### config.mk
export PLATFORM = sky130hd
export DESIGN_NAME = fpa_div_cell
export DESIGN_NICKNAME = d
export VERILOG_FILES = /design/src/rtl/fpa_pkg.sv /design/src/rtl/fpa_div_cell.sv
export SDC_FILE = /design/constraint.sdc
export NUM_CORES = 1
export LEC_CHECK = 0
export ABC_AREA = 1
export CORE_AREA = 2 2 277 279
export DETAILED_ROUTE_END_ITERATION = 8
export DIE_AREA = 0 0 279 281
export DONT_BUFFER_PORTS = 1
export GPL_TIMING_DRIVEN = 0
export SLEW_MARGIN = 5
export SYNTH_ARGS = -nofsm -noshare
export SYNTH_HDL_FRONTEND = slang
export SYNTH_SLANG_ARGS = --single-unit
### constraint.sdc
create_clock -name clock -period 60.4 [get_ports clock]
set_input_delay 12.08 -clock clock [delete_from_list [all_inputs] [get_ports clock]]
set_output_delay 12.08 -clock clock [all_outputs]
set_load 0.005 [all_outputs]
### src/rtl/fpa_pkg.sv
package fpa_pkg;

   localparam int FRACTION_BITS = 14;
   localparam int DATA_WIDTH = 64;
   localparam int INT_WIDTH = 32;
   localparam int DIV_WIDTH = DATA_WIDTH + FRACTION_BITS;
   localparam int CELL_COUNT = DIV_WIDTH;

   typedef enum logic [3:0] {
      OP_FROM_INT  = 4'd0,
      OP_TO_INT_RZ = 4'd1,
      OP_TO_INT_RN = 4'd2,
      OP_ADD       = 4'd3,
      OP_SUB       = 4'd4,
      OP_MUL       = 4'd5,
      OP_DIV       = 4'd6,
      OP_INT_ADD   = 4'd7,
      OP_INT_SUB   = 4'd8,
      OP_INT_MUL   = 4'd9,
      OP_INT_DIV   = 4'd10
   } op_type;

   // Work carried down the chain of cells beside the divider state.
   typedef struct packed {
      logic                    valid;
      logic                    is_div;
      logic                    negate;
      logic                    div_zero;
      logic [DATA_WIDTH-1:0]   early;
      logic [DIV_WIDTH-1:0]    dividend;
      logic [DATA_WIDTH-1:0]   divisor;
      logic [DATA_WIDTH:0]     remainder;
      logic [DIV_WIDTH-1:0]    quotient;
   } cell_type;

endpackage

### src/rtl/fpa_div_cell.sv
module fpa_div_cell (
   input  logic              clock,
   input  logic              reset,
   input  logic              advance,
   input  fpa_pkg::cell_type cell_in,
   output fpa_pkg::cell_type cell_out
);
   import fpa_pkg::*;

   cell_type                cell_ff;
   cell_type                cell_in_w;
   logic [DATA_WIDTH:0]     shifted;
   logic [DATA_WIDTH+1:0]   diff;

   // One restoring division step: bring down the next dividend bit and subtract.
   always_comb begin
      cell_in_w = cell_in;
      shifted = {cell_in.remainder[DATA_WIDTH-1:0], cell_in.dividend[DIV_WIDTH-1]};
      diff = {1'b0, shifted} - {2'b00, cell_in.divisor};
      cell_in_w.dividend = {cell_in.dividend[DIV_WIDTH-2:0], 1'b0};
      if (cell_in.is_div && !diff[DATA_WIDTH+1]) begin
         cell_in_w.remainder = diff[DATA_WIDTH:0];
         cell_in_w.quotient = {cell_in.quotient[DIV_WIDTH-2:0], 1'b1};
      end else begin
         cell_in_w.remainder = shifted;
         cell_in_w.quotient = {cell_in.quotient[DIV_WIDTH-2:0], 1'b0};
      end
   end

   always_ff @(posedge clock) begin
      if (reset) begin
         cell_ff.valid <= 1'b0;
      end else if (advance) begin
         cell_ff <= cell_in_w;
      end
   end

   assign cell_out = cell_ff;

endmodule

## Yosys cells after proc, flatten, opt, wreduce, memory -nomap -nowiden

Index checks and enable logic that the tools add are counted.

| word-level totals | value |
|---|---|
| bits in registers | 352 |
| input bits | 356 |
| output and inout bits | 353 |
| logic and storage cells | 15 |

| operators by class | value |
|---|---|
| $add $sub $neg | 1 |
| muxes and demuxes | 1 |
| bitwise operators | 1 |
| reduce and logical (&&, ||, !) cells | 3 |

Operator list:

| cell | number |
|---|---|
| $mux 143 | 1 |
| $sub 65x64->66 | 1 |
| $reduce_and 2->1 | 1 |
| $logic_and 1x1->1 | 1 |
| $logic_not 1->1 | 1 |
| $not 1->1 | 1 |

## Longest topological paths before layout

| logic depth | value |
|---|---|
| depth in word-level cells | 4 |
| mapped depth | 19 |
| depth with buffers taken out | 18 |

## Least setup slack after synthesis

No wires, ideal clock.

| timing path | value |
|---|---|
| path kind | in2reg |
| start point | in advance |
| end point | reg cell_ff, in the netlist cell_out[0], enable pin |
| setup time | 1083 ps |
| data arrival time | 26843 ps |
| setup slack | 32474 ps |
| stages on the path | 2 |
| buffers on the path | 0 |
| path through | inv_1 nor2_1 |

| on the way | value |
|---|---|
| cells in the longest elaborated chain, start to end | 1 |

Ends and longest elaborated chain:

| item | line | source |
|---|---|---|
| start, declared | fpa_div_cell.sv:4 | `input logic advance,` |
| $reduce_and 2->1 (no source line) | -- |  |
| end signal, assigned | fpa_div_cell.sv:34 | `cell_ff <= cell_in_w;` |
| end, declared | fpa_div_cell.sv:10 | `cell_type cell_ff;` |

Every way passes these cells.
A chain may end at the register's enable or synchronous reset.

==> results.txt <==
----------------------------------------------------
[Synthesis]
  Post-synthesis sequential element count ... 352
  Cell taking the most area after synthesis ... sky130_fd_sc_hd__edfxtp_1
  Post-Synthesis Net Count ... 2379
  Synthesized cell area ... 0.0178 sq mm
  Unique cell type count in the Yosys netlist ... 34
  Post-synthesis instance total ... 1958
  Proportion of netlist area held by the largest area contributor ... 59.3%
  Mean area per synthesized cell ... 9.08 sq um
  Synth Warn # ... 0
  Seq/Total Area, Yosys ... between 50% and 60%
  Top post-synthesis cells by area ... sky130_fd_sc_hd__edfxtp_1, sky130_fd_sc_hd__nand2_1, sky130_fd_sc_hd__inv_1

[Global route]
  Number of antenna violations at the first check in global routing ... 50
  Overall track demand over capacity in global routing ... a little under a quarter
  Number of global-route vias before repair ... 12800
  Pin count of the biggest net entering global routing ... 35
  Wire length of the first global-routing pass ... 117000 microns
  GRT overflow ... 0

[Setup path]
  Worst EP required ... 60.71 ns
  Top Family by Delay on Critical Path ... simple AND/OR/NAND/NOR gates
  Worst path cell trace ... inv_1 > ha_1 > fa_1 > inv_1 > nand3_1 > nand3_1 > nand2_1 > nand2_1 > nand2_1 > nand2_1 > nand2_1 > nand2_1 > nand2_1 > nand3_1 > nand2_1 > nand2_1 > nand2_1
  Reg2reg setup slack ... 59.64 ns
  Critical path capture point ... cell_out[142]$_DFFE_PP_
  Instance count on the critical path ... 17
  Worst setup path start ... cell_in[284]
  Worst Path Buf+Inv ... 2
  Startpoint class of the critical path ... primary input
  Delay of the slowest critical-path stage ... 0.41 ns
  CP Data Arrival Time ... roughly 14 ns
  Start of the worst register-to-register path ... cell_out[352]$_SDFFE_PP0P_
  Dominant cell type by count on the critical path ... sky130_fd_sc_hd__nand2_1
  Terminus of the critical flop-to-flop path ... cell_out[352]$_SDFFE_PP0P_
  Sort of element at the end of the critical path ... register
  Number of cell instances on the worst register-to-register path ... 2
  Worst path slowest cell ... sky130_fd_sc_hd__fa_1
  Start-to-end type of the worst setup path ... primary input to register
  Peak fanout along the critical path ... 4

[Floorplan]
  Die width ... 279 microns
  Row count ... 101
  Vertical die dimension ... about 280 microns
  IO Pins ... 709
  Initial Utilization ... 23.6%
  DIE AREA ... 0.0784 sq mm
  Placeable core region ... 0.0754 sq mm

[Job]
  Maxcap violations ... 0

[Power]
  Power per Cell Area ... 32.0 mW/mm^2
  Leakage power ... 9.51 nW
  Peak VDD IR ... around 0.000016 V
  Post-route total power ... 663 uW

[Route]
  Via density ... 4.34
  Via Count ... 13100
  WL final ... between 90000 and 100000 microns
  Detailed-route DRC error count ... 0
  Average wire per cell in the routed design ... 30.5 microns
  Post-detailed-route count of antenna-violating nets ... 0
  Violation count after the first detailed-route iteration ... 870
  First-pass iteration count of the detailed router ... 6

[Timing]
  Hold_ws ... 0.582 ns
  Final number of setup-violating endpoints ... 0
  Worst Max-Slew Pin Slew ... roughly 0.76 ns
  Endpoints failing hold ... 0
  Unrepaired setup endpoints after global routing ... false
  Share of the cycle needed by the critical path after routing ... a little under a quarter
  Headroom to the max-slew limit ... 49.1%
  Maximum clock frequency ... 71.0 MHz
  Final-report max-slew violation count ... 0
  Final min period ... 14.08 ns
  Clock skew ... 0 ns
  Setup Total Neg Slack ... 0 ns

[CTS]
  Clk pin slew, worst setup/hold paths ... 0.06 ns
  Hold-fix buffer count after cts ... 0
  Total clock sinks ... 352
  Total clock buffers created by CTS ... 43
  Post-CTS Setup Inserts ... 0
  Clock tree root driver cell ... sky130_fd_sc_hd__clkbuf_16
  Maximum level of the CTS H-tree ... 2
  Clock Latency Late Sink ... 0.58 ns
  Clock tree from TritonCTS ... done
  Buffer depth of the longest clock path ... 3
  # resized after CTS ... 0

[Place]
  Routability Congestion ... 0.942
  Final HPWL from detailed placement ... 79500 microns
  Port Buffers ... 0

[Min path]
  Min-Delay Path Class ... register to register

[Finish]
  Max FFs per register ... 352
  Fraction of layout cells with a size suffix above 1 ... 5.62%
  Growth of design area from synthesis to finish ... 16.7%
  Fill count ... 8046
  Count of nets after finishing ... 2437
  Final core occ ... 27.5%

[Status]
  Status ... finished, final reports clean

----------------------------------------------------
worst register-to-register path, cell delays in order, from the launching register on:
cell and delay (ns):
sky130_fd_sc_hd__dfxtp_1 0.45, sky130_fd_sc_hd__nand2_1 0.09, sky130_fd_sc_hd__a21oi_1 0.14
how the worst min path moves through the flow:
stage,start,to,slack [ns],depth (start not counted)
after floorplan,cell_out[352]$_SDFFE_PP0P_,cell_out[352]$_SDFFE_PP0P_,0.45,2
after global placement,cell_out[352]$_SDFFE_PP0P_,cell_out[352]$_SDFFE_PP0P_,0.54,2
after detailed placement,cell_out[352]$_SDFFE_PP0P_,cell_out[352]$_SDFFE_PP0P_,0.54,2
after CTS,cell_out[352]$_SDFFE_PP0P_,cell_out[352]$_SDFFE_PP0P_,0.57,2
after global routing,cell_out[352]$_SDFFE_PP0P_,cell_out[352]$_SDFFE_PP0P_,0.58,2
final,cell_out[352]$_SDFFE_PP0P_,cell_out[352]$_SDFFE_PP0P_,0.58,2
Yosys cell counts:
| cell type | number |
|---|---|
| sky130_fd_sc_hd__o21ai_1 | 2 |
| sky130_fd_sc_hd__o21ai_0 | 14 |
| sky130_fd_sc_hd__a21oi_4 | 1 |
| sky130_fd_sc_hd__clkbuf_1 | 4 |
| sky130_fd_sc_hd__nand2_4 | 2 |
| sky130_fd_sc_hd__nand3b_1 | 9 |
| sky130_fd_sc_hd__o21bai_1 | 3 |
| sky130_fd_sc_hd__a21oi_2 | 1 |
| sky130_fd_sc_hd__buf_6 | 6 |
| sky130_fd_sc_hd__nand4_1 | 10 |
| sky130_fd_sc_hd__inv_2 | 4 |
| sky130_fd_sc_hd__buf_4 | 5 |
| sky130_fd_sc_hd__nor3_1 | 13 |
| sky130_fd_sc_hd__nor2_1 | 98 |
| sky130_fd_sc_hd__nor2_2 | 2 |
| sky130_fd_sc_hd__buf_2 | 4 |
| sky130_fd_sc_hd__nand3_1 | 106 |
| sky130_fd_sc_hd__nand3_2 | 1 |
| sky130_fd_sc_hd__conb_1 | 1 |
| sky130_fd_sc_hd__nand2_2 | 5 |
| sky130_fd_sc_hd__xor2_1 | 30 |
| sky130_fd_sc_hd__nand2_1 | 765 |
| sky130_fd_sc_hd__a21oi_1 | 45 |
| sky130_fd_sc_hd__dfxtp_1 | 1 |
| sky130_fd_sc_hd__edfxtp_1 | 351 |
| sky130_fd_sc_hd__nor3_2 | 1 |
| sky130_fd_sc_hd__fa_1 | 1 |
| sky130_fd_sc_hd__a21boi_0 | 1 |
| sky130_fd_sc_hd__nor2_4 | 1 |
| sky130_fd_sc_hd__and2_1 | 3 |
| sky130_fd_sc_hd__inv_1 | 402 |
| sky130_fd_sc_hd__ha_1 | 64 |
| sky130_fd_sc_hd__a21o_1 | 1 |
| sky130_fd_sc_hd__xnor2_1 | 1 |
cell families after synthesis:
logic type,Yosys count,share of synthesized area [%]
AND/OR/NAND/NOR,1016,23.0
adder cells (fa/ha/maj),65,4.62
other,1,0.0211
AO/OA/AOI/OAI,68,2.07
XOR/XNOR,31,1.53
flip-flops,352,59.4
buffers and inverters,425,9.36
per-stage QoR:
stage	cell area, sq um	cells	setup slack [ns]
6_report	20700	3030	46.32
5_1_grt	20700	3026	46.18
4_1_cts	20700	3026	46.36
3_5_place_dp	19300	2949	45.76
3_3_place_gp	19000	2936	25.37
2_1_floorplan	17800	1958	32.47
cells in the final DEF (no fill, tap or decap), types with 10 or more instances in the layout:
cell type	instances
sky130_fd_sc_hd__nand4_1	10
sky130_fd_sc_hd__inv_1	402
sky130_fd_sc_hd__a21oi_1	45
sky130_fd_sc_hd__edfxtp_1	351
sky130_fd_sc_hd__nand2_1	765
sky130_fd_sc_hd__ha_1	64
sky130_fd_sc_hd__nor3_1	13
sky130_fd_sc_hd__o21ai_0	14
sky130_fd_sc_hd__clkbuf_16	43
sky130_fd_sc_hd__nand3_1	106
sky130_fd_sc_hd__nor2_1	97
sky130_fd_sc_hd__xor2_1	30
layout make-up:
cell class,instances,area (sq um),share of cell area (%)
well taps,978,1220,5.90
clock inverters,32,359,1.73
flip-flops and latches,352,10600,50.9
diodes,4,10.0,0.0483
repair buffers,13,290,1.40
plain buffers,19,140,0.676
clock buffers,45,1080,5.22
inverters,406,1520,7.35
multi-input cells,1181,5550,26.8
metal layers:
metal	up-vias	global-route usage (%)	wire (microns)
li1	6271	-	-
met1	6137	22.1	31100
met2	544	42.0	47800
met3	145	10.9	10100
met4	48	6.49	2970
met5	-	0	320
where the power goes:
group	internal [mW]	leakage [nW]	switching (mW)
logic	0.0249	5.53	0.0576
registers	0.291	3.29	0.0200
clock network	0.157	0.692	0.113
total	0.473	9.51	0.191
Note: power is estimated with default switching activity, not from simulation.
